==> src/rtl/sbs_pkg.sv <==
`timescale 1ns / 1ps
package sbs_pkg;

    localparam int CFG_DATA_W    = 64;
    localparam int CFG_ADDR_W    = 6;
    localparam int CFG_IDX_LSB   = 3;
    localparam int CFG_IDX_W     = CFG_ADDR_W - CFG_IDX_LSB;
    localparam int PAT_REG_BYTES = 16;
    localparam int LEN_REG_W     = 5;
    localparam int WORD_BYTES    = 4;
    localparam int OFFSET_W      = 32;

    localparam logic [CFG_IDX_W-1:0] REG_VALUE_LOW  = 3'd0;
    localparam logic [CFG_IDX_W-1:0] REG_VALUE_HIGH = 3'd1;
    localparam logic [CFG_IDX_W-1:0] REG_MASK_LOW   = 3'd2;
    localparam logic [CFG_IDX_W-1:0] REG_MASK_HIGH  = 3'd3;
    localparam logic [CFG_IDX_W-1:0] REG_LENGTH     = 3'd4;

    typedef struct packed {
        logic [PAT_REG_BYTES*8-1:0] value;
        logic [PAT_REG_BYTES*8-1:0] mask;
        logic [LEN_REG_W-1:0]       length;
    } sbs_cfg_t;

endpackage

==> src/rtl/masked_byte_signature_scanner.sv <==
`timescale 1ns / 1ps
// Output: a result appears on m_ in the cycle after the word that causes it is accepted.
// Throughput: one word per cycle while s_tready is high; all pattern lanes compare the
// newest aligned candidate in the same cycle. A held result stalls s_ only while
// m_tready is low; it moves out in the same cycle that the next word comes in.
// Reset: synchronous, active low; clears configuration, word count, match flag and the
// output valid. The byte window holds data only and needs no reset.
module masked_byte_signature_scanner #(
    parameter int PATTERN_BYTES     = 16,
    parameter int REGION_WORDS_LOG2 = 30
) (
    input  logic                           aclk,
    input  logic                           aresetn,
    input  logic                           psel,
    input  logic                           penable,
    input  logic                           pwrite,
    input  logic [sbs_pkg::CFG_ADDR_W-1:0] paddr,
    input  logic [sbs_pkg::CFG_DATA_W-1:0] pwdata,
    output logic [sbs_pkg::CFG_DATA_W-1:0] prdata,
    output logic                           pready,
    input  logic                           s_tvalid,
    output logic                           s_tready,
    input  logic [31:0]                    s_tdata,   // [31:0] region_word
    input  logic                           s_tlast,   // last_word
    output logic                           m_tvalid,
    input  logic                           m_tready,
    output logic [31:0]                    m_tdata,   // [31:0] match_offset
    output logic                           m_tuser    // [0] found
);
    import sbs_pkg::*;

    localparam int WB   = PATTERN_BYTES + 4;
    localparam int KMAX = (PATTERN_BYTES + 3) / 4;
    localparam int KW   = $clog2(KMAX + 1);
    localparam int LW   = ($clog2(PATTERN_BYTES + 1) > LEN_REG_W) ?
                          $clog2(PATTERN_BYTES + 1) : LEN_REG_W;
    localparam int RW   = REGION_WORDS_LOG2;

    sbs_cfg_t                 cfg;
    logic [PATTERN_BYTES*8-1:0] win_reg;
    logic [PATTERN_BYTES*8-1:0] win_next;
    logic [WB*8-1:0]          window;
    logic [RW-1:0]            count_reg;
    logic [RW-1:0]            count_next;
    logic                     reported_reg;
    logic                     reported_next;
    logic                     out_valid_reg;
    logic                     out_valid_next;
    logic                     out_found_reg;
    logic                     out_found_next;
    logic [OFFSET_W-1:0]      out_offset_reg;
    logic [OFFSET_W-1:0]      out_offset_next;
    logic [LW-1:0]            len_raw;
    logic [LW-1:0]            len;
    logic [LW:0]              k_sum;
    logic [KW-1:0]            k;
    logic [RW:0]              w_plus;
    logic [RW:0]              diff;
    logic                     fits;
    logic [PATTERN_BYTES-1:0] lane_ok;
    logic                     hit;
    logic                     emit;
    logic                     accept;

    sbs_cfg u_cfg (
        .aclk    (aclk),
        .aresetn (aresetn),
        .psel    (psel),
        .penable (penable),
        .pwrite  (pwrite),
        .paddr   (paddr),
        .pwdata  (pwdata),
        .prdata  (prdata),
        .pready  (pready),
        .cfg_o   (cfg)
    );

    assign window = {s_tdata, win_reg};

    for (genvar j = 0; j < PATTERN_BYTES; j++) begin : g_lane
        sbs_lane #(
            .PATTERN_BYTES (PATTERN_BYTES),
            .LANE          (j)
        ) u_lane (
            .window_i (window),
            .k_i      (k),
            .len_i    (len),
            .cfg_i    (cfg),
            .ok_o     (lane_ok[j])
        );
    end

    assign len_raw = LW'(cfg.length);
    assign len     = (len_raw > LW'(PATTERN_BYTES)) ? LW'(PATTERN_BYTES) : len_raw;
    assign k_sum   = {1'b0, len} + (LW+1)'(3);
    assign k       = KW'(k_sum >> 2);
    assign w_plus  = {1'b0, count_reg} + (RW+1)'(1);
    assign fits    = w_plus >= (RW+1)'(k);
    assign diff    = w_plus - (RW+1)'(k);

    assign hit    = !reported_reg && (len != '0) && fits && (&lane_ok);
    assign emit   = hit || (s_tlast && !reported_reg);
    assign accept = s_tvalid && s_tready;

    assign s_tready = !out_valid_reg || m_tready;
    assign win_next = window[WB*8-1:32];

    always_comb begin
        count_next      = count_reg;
        reported_next   = reported_reg;
        out_valid_next  = out_valid_reg && !m_tready;
        out_found_next  = out_found_reg;
        out_offset_next = out_offset_reg;
        if (accept) begin
            if (s_tlast) begin
                count_next    = '0;
                reported_next = 1'b0;
            end else begin
                if (count_reg != '1) begin
                    count_next = count_reg + RW'(1);
                end
                if (hit) begin
                    reported_next = 1'b1;
                end
            end
            if (emit) begin
                out_valid_next  = 1'b1;
                out_found_next  = hit;
                out_offset_next = hit ? OFFSET_W'({diff[RW-1:0], 2'b00}) : '0;
            end
        end
    end

    always_ff @(posedge aclk) begin
        if (!aresetn) begin
            count_reg     <= '0;
            reported_reg  <= 1'b0;
            out_valid_reg <= 1'b0;
        end else begin
            count_reg     <= count_next;
            reported_reg  <= reported_next;
            out_valid_reg <= out_valid_next;
        end
    end

    always_ff @(posedge aclk) begin
        out_found_reg  <= out_found_next;
        out_offset_reg <= out_offset_next;
        if (accept) begin
            win_reg <= win_next;
        end
    end

    assign m_tvalid = out_valid_reg;
    assign m_tdata  = out_offset_reg;
    assign m_tuser  = out_found_reg;

endmodule

==> src/rtl/sbs_cfg.sv <==
`timescale 1ns / 1ps
module sbs_cfg (
    input  logic                           aclk,
    input  logic                           aresetn,
    input  logic                           psel,
    input  logic                           penable,
    input  logic                           pwrite,
    input  logic [sbs_pkg::CFG_ADDR_W-1:0] paddr,
    input  logic [sbs_pkg::CFG_DATA_W-1:0] pwdata,
    output logic [sbs_pkg::CFG_DATA_W-1:0] prdata,
    output logic                           pready,
    output sbs_pkg::sbs_cfg_t              cfg_o
);
    import sbs_pkg::*;

    logic [CFG_DATA_W-1:0] value_low_reg;
    logic [CFG_DATA_W-1:0] value_high_reg;
    logic [CFG_DATA_W-1:0] mask_low_reg;
    logic [CFG_DATA_W-1:0] mask_high_reg;
    logic [LEN_REG_W-1:0]  length_reg;
    logic [CFG_IDX_W-1:0]  reg_idx;
    logic                  wr_en;

    assign reg_idx = paddr[CFG_ADDR_W-1:CFG_IDX_LSB];
    assign wr_en   = psel & penable & pwrite;
    assign pready  = 1'b1;

    always_ff @(posedge aclk) begin
        if (!aresetn) begin
            value_low_reg  <= '0;
            value_high_reg <= '0;
            mask_low_reg   <= '0;
            mask_high_reg  <= '0;
            length_reg     <= '0;
        end else if (wr_en) begin
            unique case (reg_idx)
                REG_VALUE_LOW:  value_low_reg  <= pwdata;
                REG_VALUE_HIGH: value_high_reg <= pwdata;
                REG_MASK_LOW:   mask_low_reg   <= pwdata;
                REG_MASK_HIGH:  mask_high_reg  <= pwdata;
                REG_LENGTH:     length_reg     <= pwdata[LEN_REG_W-1:0];
                default: ;
            endcase
        end
    end

    always_comb begin
        unique case (reg_idx)
            REG_VALUE_LOW:  prdata = value_low_reg;
            REG_VALUE_HIGH: prdata = value_high_reg;
            REG_MASK_LOW:   prdata = mask_low_reg;
            REG_MASK_HIGH:  prdata = mask_high_reg;
            REG_LENGTH:     prdata = CFG_DATA_W'(length_reg);
            default:        prdata = '0;
        endcase
    end

    assign cfg_o.value  = {value_high_reg, value_low_reg};
    assign cfg_o.mask   = {mask_high_reg, mask_low_reg};
    assign cfg_o.length = length_reg;

endmodule

==> src/rtl/sbs_lane.sv <==
`timescale 1ns / 1ps
module sbs_lane #(
    parameter int PATTERN_BYTES = 16,
    parameter int LANE          = 0,
    localparam int WB   = PATTERN_BYTES + 4,
    localparam int KMAX = (PATTERN_BYTES + 3) / 4,
    localparam int KW   = $clog2(KMAX + 1),
    localparam int LW   = ($clog2(PATTERN_BYTES + 1) > 5) ? $clog2(PATTERN_BYTES + 1) : 5
) (
    input  logic [WB*8-1:0]         window_i,
    input  logic [KW-1:0]           k_i,
    input  logic [LW-1:0]           len_i,
    input  sbs_pkg::sbs_cfg_t       cfg_i,
    output logic                    ok_o
);
    import sbs_pkg::*;

    logic [7:0] cand [KMAX];
    logic [7:0] sel_byte;
    logic       byte_match;
    logic       in_use;

    for (genvar kk = 1; kk <= KMAX; kk++) begin : g_cand
        if (LANE < 4 * kk) begin : g_in
            assign cand[kk-1] = window_i[8*(WB-4*kk+LANE) +: 8];
        end else begin : g_out
            assign cand[kk-1] = '0;
        end
    end

    always_comb begin
        sel_byte = '0;
        for (int kk = 0; kk < KMAX; kk++) begin
            if (k_i == KW'(kk + 1)) begin
                sel_byte = cand[kk];
            end
        end
    end

    if (LANE < PAT_REG_BYTES) begin : g_cmp
        assign byte_match = ((sel_byte ^ cfg_i.value[8*LANE +: 8]) & cfg_i.mask[8*LANE +: 8])
                            == 8'h00;
    end else begin : g_wild
        assign byte_match = 1'b1;
    end

    assign in_use = len_i > LW'(LANE);
    assign ok_o   = !in_use || byte_match;

endmodule
==> config.mk <==
export PLATFORM = sky130hd
export DESIGN_NAME = masked_byte_signature_scanner
export DESIGN_NICKNAME = d
export VERILOG_FILES = /design/src/rtl/sbs_pkg.sv /design/src/rtl/masked_byte_signature_scanner.sv /design/src/rtl/sbs_cfg.sv /design/src/rtl/sbs_lane.sv
export SDC_FILE = /design/constraint.sdc
export NUM_CORES = 1
export LEC_CHECK = 0
export BUFFER_PORTS_ARGS = -buffer_cell sky130_fd_sc_hd__buf_2
export CORE_MARGIN = 2
export CORE_UTILIZATION = 50
export CTS_BUF_LIST = sky130_fd_sc_hd__clkbuf_4 sky130_fd_sc_hd__clkbuf_8
export DETAILED_ROUTE_END_ITERATION = 7
export GPL_TIMING_DRIVEN = 0
export PLACE_DENSITY = 0.74
export SLEW_MARGIN = 20
export SYNTH_ARGS = -nofsm -noshare
export SYNTH_HDL_FRONTEND = slang
export SYNTH_SLANG_ARGS = --single-unit
==> constraint.sdc <==
create_clock -name aclk -period 5.9 [get_ports aclk]
set_input_delay 0.885 -clock aclk [delete_from_list [all_inputs] [get_ports aclk]]
set_output_delay 0.885 -clock aclk [all_outputs]
set_load 0.005 [all_outputs]
* After elaboration in Yosys (flattened, before gate mapping)
Cells that the tools add are included.
Cells by class: $add $sub $neg 4, multipliers 0, div/mod/pow operators 0, order comparisons 18, equal/unequal tests 9, shift operators 0, muxes and demuxes 48, bitwise logic cells 34, reductions and logical operators 72
Operator list (count):
- 8-bit 2-to-1 mux | 40
- 64-bit one-hot mux with 5 select lines | 1
- 8-bit AND | 16
- 8-bit logical NOT | 16
- 8-bit bitwise XOR | 16
- 30-bit 2-to-1 mux | 2
- 5-bit by 4-bit greater-than comparator with 1-bit output (second input constant) | 8
- 30-bit by 1-bit adder with 31-bit output (second input constant) | 1
- 31-bit by 3-bit >= comparator with 1-bit output | 1
- 30-bit by 1-bit adder with 30-bit output (second input constant) | 1
- 30-bit != test (second input constant) | 1
- 30-bit by 3-bit subtractor with 30-bit output | 1
- 5-bit by 3-bit greater-than comparator with 1-bit output (second input constant) | 4
- 1-bit logical NOT | 19
- 1-bit logical OR | 18
- 16-bit AND reduction | 1
- 2-bit AND reduction | 8
- 3-bit by 2-bit == test with 1-bit output (second input constant) | 4
- 5-bit by 1-bit greater-than comparator with 1-bit output (second input constant) | 2
- 5-bit by 2-bit greater-than comparator with 1-bit output (second input constant) | 2
- 3-bit by 1-bit == test with 1-bit output (second input constant) | 2
- 3-bit == test (second input constant) | 2
- 1-bit logical AND | 6
- 5-bit by 2-bit adder with 5-bit output (second input constant) | 1
- 7 further kinds | 12
Storage, ports and cells: flip-flop bits (word level) 454, bits in latches 0, RAM bits 0, ROM bits 0, bits of input ports 110, output and inout bits 100, word-level logic and storage cells 197, memories kept 0

* Depth between registers and ports, before layout
Gate-level depths: netlist of the first run.
word-level depth 17, depth in mapped cells 17, mapped depth without buffers 13

* Cells and area by module
From an unflattened synthesis of the first run, not the netlist that was laid out.
Unflattened totals: cell total of the unflattened synthesis 2301, area total of the unflattened synthesis 25200.4 um2
Modules (own cells, without submodules):
- sbs_cfg | times used 1, cells an instance 1084, area each 11658.7 um2, seq. area each 5225.0 um2
- masked_byte_signature_scanner | times used 1, cells an instance 650, area each 8483.1 um2, seq. area each 5415.2 um2
- sbs_lane at g_lane[8].u_lane ... | times used 2, cells an instance 31, area each 251.5 um2, seq. area each 0.0 um2
- sbs_lane at g_lane[3].u_lane | times used 1, cells an instance 46, area each 440.4 um2, seq. area each 0.0 um2
- sbs_lane at g_lane[0].u_lane | times used 1, cells an instance 46, area each 409.1 um2, seq. area each 0.0 um2
- sbs_lane at g_lane[2].u_lane | times used 1, cells an instance 46, area each 399.1 um2, seq. area each 0.0 um2
- sbs_lane at g_lane[1].u_lane | times used 1, cells an instance 41, area each 375.4 um2, seq. area each 0.0 um2
- sbs_lane at g_lane[4].u_lane | times used 1, cells an instance 40, area each 362.8 um2, seq. area each 0.0 um2
- sbs_lane at g_lane[6].u_lane | times used 1, cells an instance 39, area each 361.6 um2, seq. area each 0.0 um2
- sbs_lane at g_lane[5].u_lane | times used 1, cells an instance 39, area each 360.3 um2, seq. area each 0.0 um2
- sbs_lane at g_lane[7].u_lane | times used 1, cells an instance 39, area each 356.6 um2, seq. area each 0.0 um2
- sbs_lane at g_lane[12].u_lane | times used 1, cells an instance 28, area each 256.5 um2, seq. area each 0.0 um2
- sbs_lane at g_lane[10].u_lane | times used 1, cells an instance 31, area each 252.7 um2, seq. area each 0.0 um2
- sbs_lane at g_lane[14].u_lane | times used 1, cells an instance 27, area each 246.5 um2, seq. area each 0.0 um2
- 3 more rows

* Worst setup path before layout of the first run
Ideal clock, no wire load.
path type reg2reg, from register u_cfg.length_reg[3], to register out_offset_reg[10], in the netlist m_tdata[10] (enable), data arrival time 4.672 ns, data required time 5.470 ns, path slack 0.798 ns, cell stages (with the launch flop) 18, path buffers 4, period minus slack after synthesis 5.102 ns, cells stage by stage dfxtp_1 > buf_2 > o211ai_2 > nand2_2 > inv_1 > clkbuf_1 > buf_1 > ha_1 > o21a_1 > a221oi_2 > o2111a_1 > and4_1 > nand4_1 > or4_1 > o2111a_1 > nand4_2 > buf_6 > a21oi_1
Between the ends: word-level cells in the longest chain between the ends 16, elaborated cells on any way between the ends 151
RTL lines:
- start, declared | RTL line sbs_cfg.sv:20 | logic [LEN_REG_W-1:0] length_reg;
- start signal, assigned | RTL line sbs_cfg.sv:41 | REG_LENGTH: length_reg <= pwdata[LEN_REG_W-1:0];
- 5-bit greater-than comparator | RTL line masked_byte_signature_scanner.sv:94 | assign len = (len_raw > LW'(PATTERN_BYTES)) ? LW'(PATTERN_BYTES) : len_raw;
- 5-bit 2-to-1 mux * | RTL line masked_byte_signature_scanner.sv:94
- 5-bit by 2-bit adder with 5-bit output | RTL line masked_byte_signature_scanner.sv:95 | assign k_sum = {1'b0, len} + (LW+1)'(3);
- 3-bit by 1-bit == test with 1-bit output
- 8-bit 2-to-1 mux (4 in a row) | RTL line sbs_lane.sv:34 | if (k_i == KW'(kk + 1)) begin
- 8-bit bitwise XOR | RTL line sbs_lane.sv:41 | assign byte_match = ((sel_byte ^ cfg_i.value[8*LANE +: 8]) & cfg_i.mask[8*LANE +: 8])
- 8-bit AND | RTL line sbs_lane.sv:41
- 8-bit logical NOT | RTL line sbs_lane.sv:41
- 1-bit logical OR | RTL line sbs_lane.sv:48 | assign ok_o = !in_use || byte_match;
- 16-bit AND reduction | RTL line masked_byte_signature_scanner.sv:101 | assign hit = !reported_reg && (len != '0) && fits && (&lane_ok);
- 1-bit logical AND * | RTL line masked_byte_signature_scanner.sv:101
- 1-bit logical OR * | RTL line masked_byte_signature_scanner.sv:102 | assign emit = hit || (s_tlast && !reported_reg);
- 2-bit AND reduction (no source line) *
- end signal, assigned | RTL line masked_byte_signature_scanner.sv:148 | out_offset_reg <= out_offset_next;
- end, declared | RTL line masked_byte_signature_scanner.sv:51 | logic [OFFSET_W-1:0] out_offset_reg;
Mark *: on every way between the ends. The rest lies on a longest branch, timed or not. A chain may end at the register's enable or synchronous reset.

* Worst setup path after layout of the first run
from register u_cfg.length_reg[1], to register out_offset_reg[9], in the netlist m_tdata[9] (enable)
The elaborated chain is that of the path after synthesis.

==> results.cfg, run 1 <==
[setup_path]
critical_path.endpoint = m_tdata[9]
required_ps = 6310
critical_path.startpoint_type = register
crit_path_end_kind = register
r2r_start = u_cfg.length_reg[1]
crit_fanout = 20
worstPathArrival_ps = 6260
path_delay_family = simple AND/OR/NAND/NOR gates
critical_path_buf_inv_count = 6
crit_chain = buf_4, o211ai_2, nand2_2, inv_1, clkbuf_2, buf_4, ha_1, o21a_1, a221oi_4, o2111a_2, and4_1, nand4_1, or4_1, o2111a_1, nand4_2, buf_6, a21oi_4, buf_16
cp.depth = 18
crit_type = register to register
cp-startpoint = u_cfg.length_reg[1]
cp_slowest_cell = or4_1
crit_top_cell = buf_4
worst_path_largest_cell_delay_ps = 640
reg2reg_to = m_tdata[9]
r2r_cells = 18
ff2ff_setup_slack_ps = 50

[clock_network]
cts_setup_buffers = 0
path_clk_slew_ps = 60
cts_tree = yes
clk_latency_ps = 680
cts_sinks = 420
cts_made_buffers = 75
htree_levels = 3
root_buffer = clkbuf_8
cts_buffer_depth = 3

[route]
first_iter_violations = 3819
dr_total_vias = 23700
final_antenna_net_count = 0
viasPerCell = 6.61
dr.pass1.iters = 8
drc = 10
routedWlPerCell_um = 28.1
finalWirelength_um = 101000

[final_layout]
syn2layout_area_growth_pct = 16.1
utilization = 0.587
multi_input_area_um2 = 11800
n_fill_cell = 3989
largest_reg_flops = 96
fin_nets = 3040
register_area_um2 = 9680
drive_gt1_frac = 0.146

[global_route]
grt_max_degree = 51
grt_overflow = 0
grt_pass1_wl_um = 144000
antenna_found_initial = 7
gr-usage-all-layers = 0.420
grt_pass1_vias = 21900

[die]
dieArea_um2 = 46400
start_util = 0.506
rows = 77
pin_count = 210
die_y_um = 215
die_w_um = 215
coreArea_um2 = 44200

[pwr]
power_density_nw_per_um2 = 256
switchingPower_w = 0.00173
pwr-share-seq = 0.469
intPower_w = 0.00491
vdd_drop_max_uv = 169
p_leak_nw = 8.99
combPwrFrac = 0.066
swShare = 0.261
clockPowerShare = 0.464

[logic_synthesis]
synth_commonest_cells = nand2_1, a21oi_1, dfxtp_1, clkbuf_1, edfxtp_1
avgSynthCellArea_um2 = 8.48
async_reset_ff_frac = 0
synth-seq-area-share = 0.433
ys_ff_latch = 420
yosysMostFrequentCell = nand2_1
synth_ff_type = dfxtp_1
synth.top_cell.area_share = 0.262
synth-edff-count = 127
synth.area.top_cells = dfxtp_1, edfxtp_1, nand2_1
syn_inst = 2637
yosys_warnings = 0
synth.largest_area_cell = dfxtp_1
synth.cell_area_um2 = 22400
synth.distinct_cells = 87

[sta]
setup-violations-final = 0
worstMarginPinSlew_ps = 1310
hold_violations = 0
worst_slack_ps = 47.9
max_freq_mhz = 171
rsz0062_at_grt = false
skew_ps = 32.5
period_needed_ps = 5850
max_slew_margin = 0.124
slew_violations = 0
fin_crit_sh = 0.992
whs_ps = 473
tns_ps = 0

[placed_design]
io_buffers = 202
dp_worst_setup_slack_ps = -543
post-dp-hpwl_um = 74200
gp_congestion = 1.14

[worst_hold_path]
hold_class = register to register

[status]
status = complete, but fails checks
violations = design-rule violations

[flow_run]
cap_violations = 0
==> layer usage <==
metal | GRT usage | wire (um) | vias to the layer above | part of all wire
met2 | 0.608 | 42300 | 1923 | 0.42
li1 | - | - | 10200 | -
met5 | 0 | 13 | - | 0.00013
met3 | 0.124 | 13700 | 416 | 0.14
met1 | 0.527 | 36400 | 11100 | 0.36
met4 | 0.323 | 8290 | 2 | 0.082
==> area by class of cell <==
cell class,instances,area share
flip-flops and latches,420,0.373
clock buffers,111,0.0540
diodes,6,0.000578
clock inverters,27,0.0105
multi-input cells,1995,0.453
repair buffers,212,0.0428
well taps,592,0.0285
inverters,23,0.00352
plain buffers,199,0.0336
==> worst reg2reg max path: stages, from the launching register on <==
cell and delay, ps:
dfxtp_1 300, buf_4 190, o211ai_2 470, nand2_2 270, inv_1 310, clkbuf_2 350
buf_4 310, ha_1 350, o21a_1 170, a221oi_4 350, o2111a_2 350, and4_1 360
nand4_1 190, or4_1 640, o2111a_1 180, nand4_2 220, buf_6 210, a21oi_4 160
buf_16 210
==> logic make-up (layout without fill, tap and decap cells) <==
kind of cell,Yosys count,after routing,synth area share
AOI/OAI and AO/OA,792,792,0.243
xor gates and xnor gates,136,136,0.0533
adders and majority gates,24,24,0.0112
buffers and inverters,223,572,0.0420
DFF,420,420,0.433
muxes,43,43,0.0208
other,2,9,0.000336
and+or+nand+nor,997,997,0.197
==> power groups by stage <==
stage	logic, W	registers [W]	clock network (W)
floorplan	0.000178	0.00316	0
global placement	0.000400	0.00318	0
detailed placement	0.000414	0.00318	0
CTS	0.000416	0.00312	0.00307
global route	0.000447	0.00312	0.00318
finish	0.000440	0.00312	0.00309
==> cell usage in the layout, fill, tap and decap left out, drive strengths merged, types with 11 or more instances in the layout <==
| master | count |
|---|---|
| nand2 | 647 |
| a21oi | 315 |
| dfxtp | 293 |
| clkbuf | 263 |
| buf | 259 |
| edfxtp | 127 |
| nor2 | 105 |
| xnor2 | 94 |
| a22oi | 93 |
| a22o | 66 |
| o21ai | 60 |
| a221o | 59 |
| o22ai | 43 |
| xor2 | 42 |
| nand3 | 38 |
| nand4 | 36 |
| mux2i | 35 |
| nor2b | 30 |
| nor3 | 29 |
| a222oi | 27 |
| inv | 25 |
| maj3 | 20 |
| nor4 | 20 |
| a32oi | 18 |
| clkinv | 16 |
| or3 | 13 |
| nand2b | 13 |
| and2 | 12 |
| o21a | 11 |
| and3 | 11 |
==> worst min-delay path by stage <==
stage          depth (start not counted)                  endpoint  slack, ps              startpoint
6_report                               2    u_cfg.mask_low_reg[63]        470  u_cfg.mask_low_reg[63]
5_1_grt                                2    u_cfg.mask_low_reg[63]        490  u_cfg.mask_low_reg[63]
4_1_cts                                3  u_cfg.value_high_reg[61]        460              pwdata[61]
3_5_place_dp                           2    u_cfg.mask_low_reg[63]        470  u_cfg.mask_low_reg[63]
3_3_place_gp                           2    u_cfg.mask_high_reg[0]        460  u_cfg.mask_high_reg[0]
2_1_floorplan                          2    u_cfg.mask_high_reg[0]        450  u_cfg.mask_high_reg[0]
==> metrics by stage <==
| stage | total power (W) | instance area, um2 | std cells |
|---|---|---|---|
| after global routing | 0.00675 | 25900 | 3582 |
| final | 0.00665 | 26000 | 3585 |
| after global placement | 0.00358 | 24100 | 3432 |
| after CTS | 0.00660 | 25900 | 3576 |
| after floorplan | 0.00333 | 22400 | 2638 |
| after detailed placement | 0.00359 | 24200 | 3439 |
==> repair_timing <==
item,in CTS,in global routing
endpoints found under the hold margin,0,0
setup endpoints to repair,62,31
hold buffers,0,0
pin swaps,0,0
gates resized for setup,5,11
No activity file was read; power rests on OpenSTA's default activity.
==> inputs of run 2 (changes only) <==
SYNTH_HIERARCHICAL = 1   (was default)
==> run 2 against run 1 <==
The flow now finishes without violations. Design area rose by 7.4%. Sequential share of layout area down 2.6 points. Worst setup slack gained 140 ps. Cell count decreased by 9.8%. Non-clock buffer count fell by 55. Via count is 15% lower. Count of clock-buffer cells in the layout rose by 9. Clock power decreased by 6%. Sequential cell count stayed put. Power is 2.1% lower. First-iteration DRC count down 42%. Largest power group unchanged. Highest routed layer is now met4.
==> results.cfg, run 2 <==
[route]
dr_total_vias = 20200
dr.pass1.iters = 6
final_antenna_net_count = 0
viasPerCell = 6.26
routedWlPerCell_um = 24.7
finalWirelength_um = 79700
drc = 0
first_iter_violations = 2199

[die]
dieArea_um2 = 50300
die_y_um = 224
coreArea_um2 = 47800
rows = 80
start_util = 0.507
pin_count = 210
die_w_um = 224

[logic_synthesis]
yosys_warnings = 6
synth.cell_area_um2 = 24200
avgSynthCellArea_um2 = 10.7
syn_inst = 2269

[final_layout]
stdcell_area_um2 = 27900
syn2layout_area_growth_pct = 15.0
n_fill_cell = 4016
final_common_cell = nand2_1
drive_gt1_frac = 0.267
fin_nets = 2669
final_cell_mix = nand2_1, mux2i_1, dfxtp_1
largest_reg_flops = 96

[clock_network]
postCtsHoldBufs = 0
root_buffer = clkbuf_8
cts_made_buffers = 74
clk_latency_ps = 670
path_clk_slew_ps = 60
cts_sinks = 420
cts_tree = yes
htree_levels = 3
cts_buffer_depth = 3

[setup_path]
critical_path.startpoint_type = register
r2r_cells = 18
ff2ff_setup_slack_ps = 190
r2r_start = u_cfg/length_reg[4]
worstPathArrival_ps = 6070
crit_type = register to register
crit_path_end_kind = register
required_ps = 6260
crit_fanout = 69
reg2reg_to = m_tdata[30]

[pwr]
p_leak_nw = 10.1
vdd_drop_max_uv = 224
clockPowerShare = 0.447
combPwrFrac = 0.077
switchingPower_w = 0.00165
swShare = 0.254
power_density_nw_per_um2 = 233
intPower_w = 0.00486
pwr-share-seq = 0.476

[worst_hold_path]
hold_path.startpoint = s_tdata[28]
hold_class = input port to register
holdPathEnd = win_reg[124]
hold-path-cell-count = 1

[global_route]
gr-usage-all-layers = 0.309
grt_max_degree = 70
grt_overflow = 0
antenna_found_initial = 7
grt_pass1_wl_um = 118000
grt_pass1_vias = 19400

[sta]
slew_violations = 0
hold_violations = 0
max_freq_mhz = 175
tns_ps = 0
worstMarginPinSlew_ps = 1110
max_slew_margin = 0.260
fin_crit_sh = 0.968
skew_ps = 23.0
setup-violations-final = 0
period_needed_ps = 5710
rsz0062_at_grt = false

[placed_design]
place_area_um2 = 26200
gp_congestion = 0.951
post-dp-hpwl_um = 57600
io_buffers = 201

[flow_run]
cap_violations = 0

[status]
status = finished, final reports clean
-- run 2: power by group through the flow --
| stage | combinational [W] | sequential, W | clock, W |
|---|---|---|---|
| after floorplan | 0.000275 | 0.00315 | 0 |
| after global placement | 0.000463 | 0.00316 | 0 |
| after detailed placement | 0.000481 | 0.00316 | 0 |
| after CTS | 0.000485 | 0.00309 | 0.00294 |
| after global routing | 0.000518 | 0.00310 | 0.00307 |
| final | 0.000499 | 0.00310 | 0.00291 |
-- run 2: worst max-delay path, cell delays in order, from the launching register on --
cell and delay [ps]:
dfxtp_1 600, nor2b_2 200, nor2_2 280, nor2b_1 130
xnor2_2 370, inv_6 310, nor3b_2 600, a222oi_1 240
xnor2_1 190, a2111oi_2 700, a21o_1 210, nand4_1 90
a211oi_1 220, nand2_1 180, inv_1 190, o41ai_4 160
buf_6 220, a21oi_4 260, buf_16 200
-- run 2: how the worst max path moves through the flow --
stage                             start          end  slack, ps
finish              u_cfg/length_reg[4]  m_tdata[30]        190
CTS                 u_cfg/length_reg[4]  m_tdata[30]        170
detailed placement  u_cfg/length_reg[4]  m_tdata[30]      -1090
floorplan           u_cfg/length_reg[4]  m_tdata[10]        120
global route        u_cfg/length_reg[4]  m_tdata[12]         10
global placement    u_cfg/length_reg[4]  m_tdata[26]      -2960
-- run 2: cell type report --
type / count / area (um2) / area share
Multi-Input combinational cell: 1691 / 13500 / 0.486
Sequential cell: 420 / 9680 / 0.347
Clock buffer: 120 / 1480 / 0.0532
Timing Repair Buffer: 208 / 1160 / 0.0416
Buffer: 148 / 1070 / 0.0384
Tap cell: 615 / 769 / 0.0276
Clock inverter: 12 / 104 / 0.00372
Inverter: 11 / 51.3 / 0.00184
Antenna cell: 7 / 17.5 / 0.000628
-- run 2: metrics by stage --
step / hold slack (ps) / cells / util / worst slack [ps] / total power (W)
floorplan: 444 / 2270 / - / 120 / 0.00342
global placement: 456 / 3086 / 0.544 / -2960 / 0.00362
detailed placement: 466 / 3092 / 0.547 / -1090 / 0.00364
CTS: 432 / 3225 / 0.582 / 165 / 0.00652
global route: 464 / 3231 / 0.583 / 11.4 / 0.00669
finish: 470 / 3232 / 0.583 / 187 / 0.00651
-- run 2: layer usage --
layer,vias to the layer above,share of wire,GRT usage
met5,-,0,0
met4,0,0.048,0.159
met3,220,0.11,0.0626
met2,1218,0.44,0.473
met1,9824,0.40,0.414
li1,8971,-,-
-- run 2: what timing repair did --
item	CTS	global route
buffers inserted	1	0
gates resized for setup	10	5
pin swaps	1	0
setup endpoints to repair	64	31
